$ cat config.mk
export PLATFORM = sky130hd
export DESIGN_NAME = sha256_message_hasher_unit_flat
export DESIGN_NICKNAME = d
export VERILOG_FILES = /design/src/rtl/core/sha256_pkg.sv /design/src/rtl/core/sha256_if.sv /design/src/rtl/core/sha256_datapath.sv /design/src/rtl/core/sha256_ctrl.sv /design/src/rtl/core/sha256_message_hasher_unit.sv /design/src/flat_wrapper.sv
export SDC_FILE = /design/constraint.sdc
export NUM_CORES = 2
export LEC_CHECK = 0
export BUFFER_PORTS_ARGS = -buffer_cell sky130_fd_sc_hd__buf_2
export CELL_PAD_IN_SITES_DETAIL_PLACEMENT = 1
export CELL_PAD_IN_SITES_GLOBAL_PLACEMENT = 2
export CORE_ASPECT_RATIO = 1.5
export CORE_MARGIN = 8
export CORE_UTILIZATION = 46
export DETAILED_ROUTE_END_ITERATION = 10
export PLACE_DENSITY_LB_ADDON = 0.1
export SLEW_MARGIN = 25
export SYNTH_ARGS = -nofsm -noshare
export SYNTH_HDL_FRONTEND = slang
export SYNTH_SLANG_ARGS = --single-unit
$ cat constraint.sdc
create_clock -name clk -period 33.4 [get_ports clk]
set_input_delay 6.68 -clock clk [delete_from_list [all_inputs] [get_ports clk]]
set_output_delay 6.68 -clock clk [all_outputs]
set_load 0.03 [all_outputs]
$ cat src/rtl/core/sha256_pkg.sv
// sha256_pkg: shared types, constants and functions of the sha-256 hasher
// no dependencies

package sha256_pkg;

    localparam int WORD_W = 32;
    localparam int BLOCK_WORDS = 16;
    localparam int ROUNDS = 64;

    typedef enum logic [2:0] {
        ST_IDLE,
        ST_ROUND,
        ST_FOLD,
        ST_PAD,
        ST_EMIT
    } ctrl_state_t;

    // word source for the block buffer
    typedef enum logic [1:0] {
        SRC_INPUT,
        SRC_ZERO,
        SRC_LEN_HI,
        SRC_LEN_LO
    } word_src_t;

    typedef struct packed {
        logic       load_word;    // write a word into the buffer
        word_src_t  src;
        logic       add_bits;     // add input bit count to length
        logic       start_block;  // load working vars from chain
        logic       do_round;
        logic       fold;         // chain += working vars
        logic       shift_out;    // rotate chain for digest output
        logic       reinit;       // reset chain, length, position
    } dp_cmd_t;

    typedef struct packed {
        logic       block_full;   // position wrapped to zero on last write
        logic [3:0] position;
        logic       round_last;
    } dp_stat_t;

    localparam logic [31:0] H_INIT [8] = '{
        32'h6a09e667, 32'hbb67ae85, 32'h3c6ef372, 32'ha54ff53a,
        32'h510e527f, 32'h9b05688c, 32'h1f83d9ab, 32'h5be0cd19
    };

    localparam logic [31:0] K_TAB [64] = '{
        32'h428a2f98, 32'h71374491, 32'hb5c0fbcf, 32'he9b5dba5,
        32'h3956c25b, 32'h59f111f1, 32'h923f82a4, 32'hab1c5ed5,
        32'hd807aa98, 32'h12835b01, 32'h243185be, 32'h550c7dc3,
        32'h72be5d74, 32'h80deb1fe, 32'h9bdc06a7, 32'hc19bf174,
        32'he49b69c1, 32'hefbe4786, 32'h0fc19dc6, 32'h240ca1cc,
        32'h2de92c6f, 32'h4a7484aa, 32'h5cb0a9dc, 32'h76f988da,
        32'h983e5152, 32'ha831c66d, 32'hb00327c8, 32'hbf597fc7,
        32'hc6e00bf3, 32'hd5a79147, 32'h06ca6351, 32'h14292967,
        32'h27b70a85, 32'h2e1b2138, 32'h4d2c6dfc, 32'h53380d13,
        32'h650a7354, 32'h766a0abb, 32'h81c2c92e, 32'h92722c85,
        32'ha2bfe8a1, 32'ha81a664b, 32'hc24b8b70, 32'hc76c51a3,
        32'hd192e819, 32'hd6990624, 32'hf40e3585, 32'h106aa070,
        32'h19a4c116, 32'h1e376c08, 32'h2748774c, 32'h34b0bcb5,
        32'h391c0cb3, 32'h4ed8aa4a, 32'h5b9cca4f, 32'h682e6ff3,
        32'h748f82ee, 32'h78a5636f, 32'h84c87814, 32'h8cc70208,
        32'h90befffa, 32'ha4506ceb, 32'hbef9a3f7, 32'hc67178f2
    };

    function automatic logic [31:0] rotr(input logic [31:0] x, input int n);
        rotr = (x >> n) | (x << (32 - n));
    endfunction

endpackage

$ cat src/rtl/core/sha256_if.sv
// sha256_msg_if / sha256_dig_if: valid-ready channels of the hasher
// depends on nothing

interface sha256_msg_if;
    logic        valid;
    logic        ready;
    logic [31:0] message_word;
    logic        final_word;
    logic [2:0]  valid_bytes;
    modport source (output valid, message_word, final_word, valid_bytes, input ready);
    modport sink (input valid, message_word, final_word, valid_bytes, output ready);
endinterface

interface sha256_dig_if;
    logic        valid;
    logic        ready;
    logic [31:0] digest_word;
    logic        digest_last;
    modport source (output valid, digest_word, digest_last, input ready);
    modport sink (input valid, digest_word, digest_last, output ready);
endinterface

$ cat src/rtl/core/sha256_datapath.sv
// sha256_datapath: block buffer, message schedule, round unit, chain and length
// depends on sha256_pkg

module sha256_datapath (
    input  logic                  clk,
    input  logic                  rst_n,
    input  sha256_pkg::dp_cmd_t   cmd,
    input  logic [31:0]           in_word,
    input  logic [3:0]            in_bits_bytes,
    output sha256_pkg::dp_stat_t  stat,
    output logic [31:0]           chain0
);

    logic [31:0] block_reg [16];
    logic [31:0] w_reg [16];
    logic [31:0] w_next [16];
    logic [31:0] v_reg [8];
    logic [31:0] v_next [8];
    logic [31:0] h_reg [8];
    logic [31:0] h_next [8];
    logic [3:0]  pos_reg;
    logic [3:0]  pos_next;
    logic [63:0] len_reg;
    logic [63:0] len_next;
    logic [5:0]  rnd_reg;
    logic [5:0]  rnd_next;
    logic [31:0] wr_word;
    logic [31:0] s0, s1, w_new, big0, big1, ch, maj, t1, t2;
    logic        full_reg;
    logic        full_next;

    always_comb
    begin
        case (cmd.src)
            sha256_pkg::SRC_INPUT:  wr_word = in_word;
            sha256_pkg::SRC_ZERO:   wr_word = '0;
            sha256_pkg::SRC_LEN_HI: wr_word = len_reg[63:32];
            sha256_pkg::SRC_LEN_LO: wr_word = len_reg[31:0];
            default:                wr_word = '0;
        endcase
    end

    // schedule: 16-word window shifts left each round
    assign s0 = sha256_pkg::rotr(w_reg[1], 7) ^ sha256_pkg::rotr(w_reg[1], 18)
              ^ (w_reg[1] >> 3);
    assign s1 = sha256_pkg::rotr(w_reg[14], 17) ^ sha256_pkg::rotr(w_reg[14], 19)
              ^ (w_reg[14] >> 10);
    assign w_new = s1 + w_reg[9] + s0 + w_reg[0];

    assign big1 = sha256_pkg::rotr(v_reg[4], 6) ^ sha256_pkg::rotr(v_reg[4], 11)
                ^ sha256_pkg::rotr(v_reg[4], 25);
    assign ch   = (v_reg[4] & v_reg[5]) ^ (~v_reg[4] & v_reg[6]);
    assign t1   = v_reg[7] + big1 + ch + sha256_pkg::K_TAB[rnd_reg] + w_reg[0];
    assign big0 = sha256_pkg::rotr(v_reg[0], 2) ^ sha256_pkg::rotr(v_reg[0], 13)
                ^ sha256_pkg::rotr(v_reg[0], 22);
    assign maj  = (v_reg[0] & v_reg[1]) ^ (v_reg[0] & v_reg[2]) ^ (v_reg[1] & v_reg[2]);
    assign t2   = big0 + maj;

    always_comb
    begin
        w_next = w_reg;
        v_next = v_reg;
        h_next = h_reg;
        pos_next = pos_reg;
        len_next = len_reg;
        rnd_next = rnd_reg;
        full_next = 1'b0;
        if (cmd.load_word)
        begin
            pos_next = pos_reg + 4'd1;
            full_next = (pos_reg == 4'd15);
        end
        if (cmd.add_bits)
            len_next = len_reg + {57'd0, in_bits_bytes, 3'd0};
        if (cmd.start_block)
        begin
            w_next = block_reg;
            v_next = h_reg;
            rnd_next = '0;
        end
        if (cmd.do_round)
        begin
            for (int i = 0; i < 15; i++)
                w_next[i] = w_reg[i + 1];
            w_next[15] = w_new;
            v_next[7] = v_reg[6];
            v_next[6] = v_reg[5];
            v_next[5] = v_reg[4];
            v_next[4] = v_reg[3] + t1;
            v_next[3] = v_reg[2];
            v_next[2] = v_reg[1];
            v_next[1] = v_reg[0];
            v_next[0] = t1 + t2;
            rnd_next = rnd_reg + 6'd1;
        end
        if (cmd.fold)
            for (int i = 0; i < 8; i++)
                h_next[i] = h_reg[i] + v_reg[i];
        if (cmd.shift_out)
        begin
            for (int i = 0; i < 7; i++)
                h_next[i] = h_reg[i + 1];
            h_next[7] = h_reg[0];
        end
        if (cmd.reinit)
        begin
            h_next = sha256_pkg::H_INIT;
            pos_next = '0;
            len_next = '0;
        end
    end

    always_ff @(posedge clk or negedge rst_n)
    begin
        if (!rst_n)
        begin
            h_reg <= sha256_pkg::H_INIT;
            pos_reg <= '0;
            len_reg <= '0;
            rnd_reg <= '0;
            full_reg <= 1'b0;
        end
        else
        begin
            h_reg <= h_next;
            pos_reg <= pos_next;
            len_reg <= len_next;
            rnd_reg <= rnd_next;
            full_reg <= full_next;
        end
    end

    always_ff @(posedge clk)
    begin
        w_reg <= w_next;
        v_reg <= v_next;
        if (cmd.load_word)
            block_reg[pos_reg] <= wr_word;
    end

    assign stat.block_full = full_reg;
    assign stat.position = pos_reg;
    assign stat.round_last = (rnd_reg == 6'(sha256_pkg::ROUNDS - 1));
    assign chain0 = h_reg[0];

endmodule

$ cat src/rtl/core/sha256_ctrl.sv
// sha256_ctrl: sequencer for word intake, rounds, padding and digest output
// depends on sha256_pkg, sha256_if

module sha256_ctrl (
    input  logic                  clk,
    input  logic                  rst_n,
    sha256_msg_if.sink            msg,
    input  logic                  dig_ready,
    output logic                  dig_valid,
    output logic                  dig_last,
    input  sha256_pkg::dp_stat_t  stat,
    output sha256_pkg::dp_cmd_t   cmd,
    output logic [31:0]           in_word,
    output logic [3:0]            in_bits_bytes
);

    sha256_pkg::ctrl_state_t state_reg, state_next;
    // padding phase: 0 marker word pending, 1 zero fill, 2 len hi, 3 len lo
    logic [1:0] pad_reg, pad_next;
    logic       fin_reg, fin_next;   // a final word is being closed out
    logic [2:0] cnt_reg, cnt_next;
    logic       chk_reg, chk_next;   // check block_full after a write
    logic [2:0] nb;
    logic [31:0] keep, marker;

    assign nb = (msg.valid_bytes > 3'd4) ? 3'd4 : msg.valid_bytes;

    always_comb
    begin
        case (nb)
            3'd0:    keep = 32'h00000000;
            3'd1:    keep = 32'hff000000;
            3'd2:    keep = 32'hffff0000;
            3'd3:    keep = 32'hffffff00;
            default: keep = 32'hffffffff;
        endcase
        case (nb)
            3'd0:    marker = 32'h80000000;
            3'd1:    marker = 32'h00800000;
            3'd2:    marker = 32'h00008000;
            default: marker = 32'h00000080;
        endcase
    end

    // next state
    always_comb
    begin
        state_next = state_reg;
        pad_next = pad_reg;
        fin_next = fin_reg;
        cnt_next = cnt_reg;
        chk_next = 1'b0;
        case (state_reg)
            sha256_pkg::ST_IDLE:
            begin
                if (chk_reg && stat.block_full)
                    state_next = sha256_pkg::ST_ROUND;
                else if (fin_reg)
                    state_next = sha256_pkg::ST_PAD;
                else if (msg.valid)
                begin
                    chk_next = 1'b1;
                    if (msg.final_word)
                    begin
                        fin_next = 1'b1;
                        // a padded final word landing in slot 13 leaves room for the length
                        pad_next = (nb == 3'd4) ? 2'd0 :
                                   ((stat.position == 4'd13) ? 2'd2 : 2'd1);
                    end
                end
            end
            sha256_pkg::ST_ROUND:
                if (stat.round_last)
                    state_next = sha256_pkg::ST_FOLD;
            sha256_pkg::ST_FOLD:
            begin
                if (!fin_reg)
                    state_next = sha256_pkg::ST_IDLE;
                else if (pad_reg == 2'd3)
                begin
                    state_next = sha256_pkg::ST_EMIT;
                    cnt_next = '0;
                end
                else
                    state_next = sha256_pkg::ST_PAD;
            end
            sha256_pkg::ST_PAD:
            begin
                if (chk_reg && stat.block_full)
                    state_next = sha256_pkg::ST_ROUND;
                else
                begin
                    chk_next = 1'b1;
                    case (pad_reg)
                        2'd0: pad_next = (stat.position == 4'd13) ? 2'd2 : 2'd1;
                        2'd1: if (stat.position == 4'd13) pad_next = 2'd2;
                        2'd2: pad_next = 2'd3;
                        default: pad_next = 2'd3;
                    endcase
                end
            end
            sha256_pkg::ST_EMIT:
                if (dig_ready)
                begin
                    cnt_next = cnt_reg + 3'd1;
                    if (cnt_reg == 3'd7)
                    begin
                        state_next = sha256_pkg::ST_IDLE;
                        fin_next = 1'b0;
                    end
                end
            default:
                state_next = sha256_pkg::ST_IDLE;
        endcase
    end

    // outputs
    always_comb
    begin
        cmd = '0;
        cmd.src = sha256_pkg::SRC_INPUT;
        msg.ready = 1'b0;
        dig_valid = 1'b0;
        dig_last = 1'b0;
        in_word = msg.message_word;
        in_bits_bytes = 4'd4;
        case (state_reg)
            sha256_pkg::ST_IDLE:
            begin
                if (chk_reg && stat.block_full)
                    cmd.start_block = 1'b1;
                else if (!fin_reg)
                begin
                    msg.ready = 1'b1;
                    if (msg.valid)
                    begin
                        cmd.load_word = 1'b1;
                        cmd.add_bits = 1'b1;
                        if (msg.final_word)
                        begin
                            in_bits_bytes = {1'b0, nb};
                            if (nb != 3'd4)
                                in_word = (msg.message_word & keep) | marker;
                        end
                    end
                end
            end
            sha256_pkg::ST_ROUND:
                cmd.do_round = 1'b1;
            sha256_pkg::ST_FOLD:
                cmd.fold = 1'b1;
            sha256_pkg::ST_PAD:
            begin
                if (chk_reg && stat.block_full)
                    cmd.start_block = 1'b1;
                else
                begin
                    cmd.load_word = 1'b1;
                    case (pad_reg)
                        2'd0:
                        begin
                            cmd.src = sha256_pkg::SRC_INPUT;
                            in_word = 32'h80000000;
                        end
                        2'd1:    cmd.src = sha256_pkg::SRC_ZERO;
                        2'd2:    cmd.src = sha256_pkg::SRC_LEN_HI;
                        default: cmd.src = sha256_pkg::SRC_LEN_LO;
                    endcase
                end
            end
            sha256_pkg::ST_EMIT:
            begin
                dig_valid = 1'b1;
                dig_last = (cnt_reg == 3'd7);
                if (dig_ready)
                begin
                    cmd.shift_out = 1'b1;
                    cmd.reinit = (cnt_reg == 3'd7);
                end
            end
            default: ;
        endcase
    end

    always_ff @(posedge clk or negedge rst_n)
    begin
        if (!rst_n)
        begin
            state_reg <= sha256_pkg::ST_IDLE;
            pad_reg <= '0;
            fin_reg <= 1'b0;
            cnt_reg <= '0;
            chk_reg <= 1'b0;
        end
        else
        begin
            state_reg <= state_next;
            pad_reg <= pad_next;
            fin_reg <= fin_next;
            cnt_reg <= cnt_next;
            chk_reg <= chk_next;
        end
    end

endmodule

$ cat src/rtl/core/sha256_message_hasher_unit.sv
// sha256_message_hasher_unit: top level of the sha-256 message hasher
// depends on sha256_pkg, sha256_if, sha256_ctrl, sha256_datapath
//
// msg channel: one 32-bit big-endian message word per item; final_word marks
// the last item and valid_bytes (0..4, above 4 taken as 4) counts its valid
// upper bytes. dig channel: eight digest items, h0 first, digest_last on the
// eighth. after the digest the hash state returns to the initial values.
// a word that does not fill a block is taken without holding off the next word. the
// sixteenth word of a block starts the compression: one round per cycle on a
// single round unit, in the steps load, 64 rounds and fold. the final word adds
// padding writes and one or two block compressions before the first digest
// item appears. input is held off while a block compresses, during padding and
// while the digest is shown. a stalled receiver holds the current digest item;
// nothing is lost. reset is asynchronous, active low, and clears the chain to
// the initial hash values, the length and the word position.

module sha256_message_hasher_unit (
    input  logic          clk,
    input  logic          rst_n,
    sha256_msg_if.sink    msg,
    sha256_dig_if.source  dig
);

    sha256_pkg::dp_cmd_t  cmd;
    sha256_pkg::dp_stat_t stat;
    logic [31:0]          in_word;
    logic [3:0]           in_bits_bytes;

    sha256_ctrl u_ctrl (
        .clk           (clk),
        .rst_n         (rst_n),
        .msg           (msg),
        .dig_ready     (dig.ready),
        .dig_valid     (dig.valid),
        .dig_last      (dig.digest_last),
        .stat          (stat),
        .cmd           (cmd),
        .in_word       (in_word),
        .in_bits_bytes (in_bits_bytes)
    );

    sha256_datapath u_dp (
        .clk           (clk),
        .rst_n         (rst_n),
        .cmd           (cmd),
        .in_word       (in_word),
        .in_bits_bytes (in_bits_bytes),
        .stat          (stat),
        .chain0        (dig.digest_word)
    );

endmodule
$ cat src/flat_wrapper.sv
// flat-port wrapper written by rule: the top's interface ports become plain ports
module sha256_message_hasher_unit_flat 
  (clk, rst_n, msg_valid, msg_message_word, msg_final_word, msg_valid_bytes, msg_ready, dig_valid, dig_digest_word, dig_digest_last, dig_ready);
  sha256_msg_if msg_i ();
  sha256_dig_if dig_i ();
  input  logic clk;
  input  logic rst_n;
  input wire logic [$bits(msg_i.valid)-1:0] msg_valid;
  input wire logic [$bits(msg_i.message_word)-1:0] msg_message_word;
  input wire logic [$bits(msg_i.final_word)-1:0] msg_final_word;
  input wire logic [$bits(msg_i.valid_bytes)-1:0] msg_valid_bytes;
  output wire logic [$bits(msg_i.ready)-1:0] msg_ready;
  output wire logic [$bits(dig_i.valid)-1:0] dig_valid;
  output wire logic [$bits(dig_i.digest_word)-1:0] dig_digest_word;
  output wire logic [$bits(dig_i.digest_last)-1:0] dig_digest_last;
  input wire logic [$bits(dig_i.ready)-1:0] dig_ready;
  assign msg_i.valid = msg_valid;
  assign msg_i.message_word = msg_message_word;
  assign msg_i.final_word = msg_final_word;
  assign msg_i.valid_bytes = msg_valid_bytes;
  assign msg_ready = msg_i.ready;
  assign dig_valid = dig_i.valid;
  assign dig_digest_word = dig_i.digest_word;
  assign dig_digest_last = dig_i.digest_last;
  assign dig_i.ready = dig_ready;
  sha256_message_hasher_unit u_core (.clk(clk), .rst_n(rst_n), .msg(msg_i), .dig(dig_i));
endmodule
==> flow_summary_export.csv <==
group,metric,value,unit
outcome,outcome,"finished, final reports clean",
logic_synthesis,synth_warnings,0,
logic_synthesis,synth_edf_count,1280,
pwr,power.leakage,42.21,nW
detailed_routing,postRouteAntennaNets,0,
floorplan,die_h,563.8,um
final_layout,nFillCells,21880,
sta,setup_violations,0,
floorplan,die_w,381.2,um
clock_network,cts.clk_slew.worst_paths,60,ps
sta,finalCriticalPeriod,10120,ps
global_routing,grt_use_total,0.3182,
detailed_routing,drt_iter0_markers,4806,
sta,fmax,98.78,MHz
critical_path,worstPathArrival,10640,ps
detailed_routing,drtPass1Iterations,6,
critical_path,critPathBufInv,2,
final_layout,area_delta_synth_final,9.667,%
floorplan,num_io_pins,75,
sta,timing.final.hold_violations,0,
detailed_routing,wirelength,351900,um
logic_synthesis,synth-main-ff-cell,"edfxtp_1",
placed_design,port_buffers,74,
critical_path,cpPeakStageDelay,940,ps
final_layout,regArea,47070,sq um
critical_path,start_kind,"flop",
placed_design,dpl-instance-area,95240,sq um
critical_path,critPathCaptureType,"flop",
critical_path,path_delay_family,"compound AO/OA/AOI/OAI gates",
sta,skew,89.43,ps
logic_synthesis,synth_nets,9842,
critical_path,path_common_cell,"a21oi_1",
final_layout,drive_above_1_share,0.07861,
logic_synthesis,syn_area,92030,sq um
detailed_routing,via_count,70760,
detailed_routing,viasPerCell,5.951,
clock_network,cts_tree,"built",
floorplan,die_area,214900,sq um
global_routing,grt_pass1_vias,75290,
pwr,vdd_drop_max,0.05528,mV
logic_synthesis,syn_avg_cell_area,9.998,sq um
logic_synthesis,ys_types,95,
sta,relSlewSlack,0.2190,
floorplan,rows,201,
clock_network,clk_latency,850,ps
logic_synthesis,synth_cells,9204,
global_routing,antenna_found_initial,7,
floorplan,initial_core_util,0.4614,
sta,finalSetupTns,0,ps
clock_network,cts-resized-gates,0,
global_routing,grt_first_pass_wirelength,508600,um
worst_hold_path,hold_class,"flop to flop",
detailed_routing,drc_errors,0,
critical_path,cp_max_fo,21,
critical_path,cp.required,33920,ps
clock_network,clk_path_buf_depth,4,
job,cap_violations,0,
pwr,p_per_area,41.38,nW/um^2
logic_synthesis,ys_ff_latch,1618,
clock_network,htreeDepth,4,
placed_design,gp_congestion,0.9734,
placed_design,hpwl,251800,um
pwr,total_power,4.176,mW
final_layout,final_area,100900,sq um
clock_network,cts_setup_buffers,0,
placed_design,dp.cells,11580,
clock_network,cts.sinks,1618,
final_layout,multi_input_area,41520,sq um
floorplan,core,199400,sq um
clock_network,hold_buffers,0,
logic_synthesis,seq_area_frac_synth,0.5114,
global_routing,grt_overflow,0,
global_routing,grt_max_degree,202,
sta,min_period_over_period,0.3031,
logic_synthesis,async_reset_ff_frac,0.2089,
sta,worstMarginPinSlew,1162,ps
critical_path,critical_path_class,"flop to flop",
clock_network,cts_buffers,171,
final_layout,nets,9753,
detailed_routing,wire_per_inst,29.60,um
sta,rsz0062_at_grt,"no",
final_layout,stdcell_count,11890,
sta,slew_viol_final,0,
sta,hold_slack,485.0,ps
clock_network,cts-root-buf,"clkbuf_16",
critical_path,cpMaxStageDelayCell,"a21oi_1",
==> worst min-delay path, stage by stage (launching register included) <==
cell	delay [ps]
edfxtp_1	320
nand2_1	50
nand2_1	50
==> kinds of logic (layout without fill, tap and decap cells) <==
group           after synthesis  in the layout  synth area share
fa+ha+maj                   620            620           0.09969
xor+xnor                    609            609           0.05796
compound gates             1900           1900            0.1297
other cells                   0              3                 0
flops                      1618           1618            0.5114
buf+inv                     951            995           0.04010
simple gates               3446           3446            0.1538
mux                          60             60          0.007342
==> area by class of cell <==
cell class,instances,area share
sequential,1618,0.4664
multi-input combinational,6635,0.4114
clock buffer,216,0.04613
tap,2639,0.03272
inverter,472,0.01763
timing repair buffer,217,0.01584
clock inverter,90,0.009769
antenna,3,0.00007439
==> Yosys cell counts, types with 38 or more instances <==
| master | number | share of area |
|---|---|---|
| clkbuf_1 | 419 | 0.017 |
| and3_1 | 51 | 0.0035 |
| a211oi_1 | 54 | 0.0044 |
| nand3_1 | 123 | 0.0067 |
| o22ai_1 | 49 | 0.0033 |
| inv_1 | 471 | 0.019 |
| nor2b_1 | 61 | 0.0041 |
| o21bai_1 | 49 | 0.0040 |
| o211ai_1 | 47 | 0.0038 |
| dfrtp_1 | 202 | 0.055 |
| a21oi_1 | 484 | 0.026 |
| a21o_1 | 198 | 0.016 |
| nor3_1 | 107 | 0.0058 |
| or3_1 | 42 | 0.0029 |
| o21a_1 | 42 | 0.0034 |
| dfstp_2 | 136 | 0.039 |
| edfxtp_1 | 1280 | 0.42 |
| fa_1 | 196 | 0.043 |
| nand2b_1 | 55 | 0.0037 |
| o31ai_1 | 38 | 0.0031 |
| xnor2_1 | 361 | 0.034 |
| xor2_1 | 248 | 0.024 |
| o21ai_0 | 548 | 0.030 |
| a31oi_1 | 81 | 0.0055 |
| a22oi_1 | 41 | 0.0033 |
| nand2_1 | 2470 | 0.10 |
| nor2_1 | 413 | 0.017 |
| ha_1 | 402 | 0.055 |
==> worst paths after layout <==
path	start	to	slack, ps	cells after the start
worst min register to register	u_core.u_dp.w_reg[164]$_DFFE_PP_	u_core.u_dp.w_reg[196]$_DFFE_PP_	490	2
min in group asynchronous	rst_n	u_core.u_dp.h_reg[222]$_DFFE_PN0P_	5910	1
worst max-delay path	u_core.u_dp.rnd_reg[1]$_DFFE_PN0P_	u_core.u_dp.v_reg[255]$_DFFE_PP_	23280	30
max in group asynchronous	rst_n	u_core.u_dp.h_reg[139]$_DFFE_PN0P_	25190	3
worst max register to register	u_core.u_dp.rnd_reg[1]$_DFFE_PN0P_	u_core.u_dp.v_reg[255]$_DFFE_PP_	23280	30
worst min-delay path	u_core.u_dp.w_reg[164]$_DFFE_PP_	u_core.u_dp.w_reg[196]$_DFFE_PP_	490	2
==> cell usage in the layout (no fill, tap or decap), types with 31 or more instances in the layout <==
cell type	instances
o21ai_0	541
o22ai_1	49
clkbuf_1	31
ha_1	401
edfxtp_1	1280
xnor2_1	361
or3_1	41
nand2_1	2465
nor2b_1	61
a21oi_1	482
buf_4	121
nand2b_1	55
xor2_1	248
a211oi_1	54
o31ai_1	37
o211ai_1	47
a31oi_1	81
dfrtp_1	198
nor2_1	398
dfstp_2	136
clkbuf_16	177
inv_1	470
fa_1	196
clkinv_2	34
a21o_1	198
nor3_1	102
a22oi_1	41
nand4_1	34
o21a_1	42
o21bai_1	48
buf_2	78
nand3_1	123
and3_1	49
==> where the power goes <==
part | internal (mW) | switching (mW) | leakage, nW
Clock | 1.13 | 0.850 | 2.75
Combinational | 0.00560 | 0.0307 | 23.0
Sequential | 2.16 | 0 | 16.5
==> per-stage QoR <==
stage,setup WS (ps),util
finish,23280,0.5060
global route,22800,0.5060
floorplan,16420,-
CTS,23390,0.5059
global placement,22280,0.4765
detailed placement,23340,0.4776
==> layer usage <==
layer,share of wire,track usage,vias to the layer above
met5,0.00014,0,-
met4,0.084,0.2185,8
met3,0.034,0.03407,905
met2,0.53,0.5937,1850
met1,0.35,0.3339,36280
li1,-,-,31720
No activity file was read; power rests on OpenSTA's default activity.
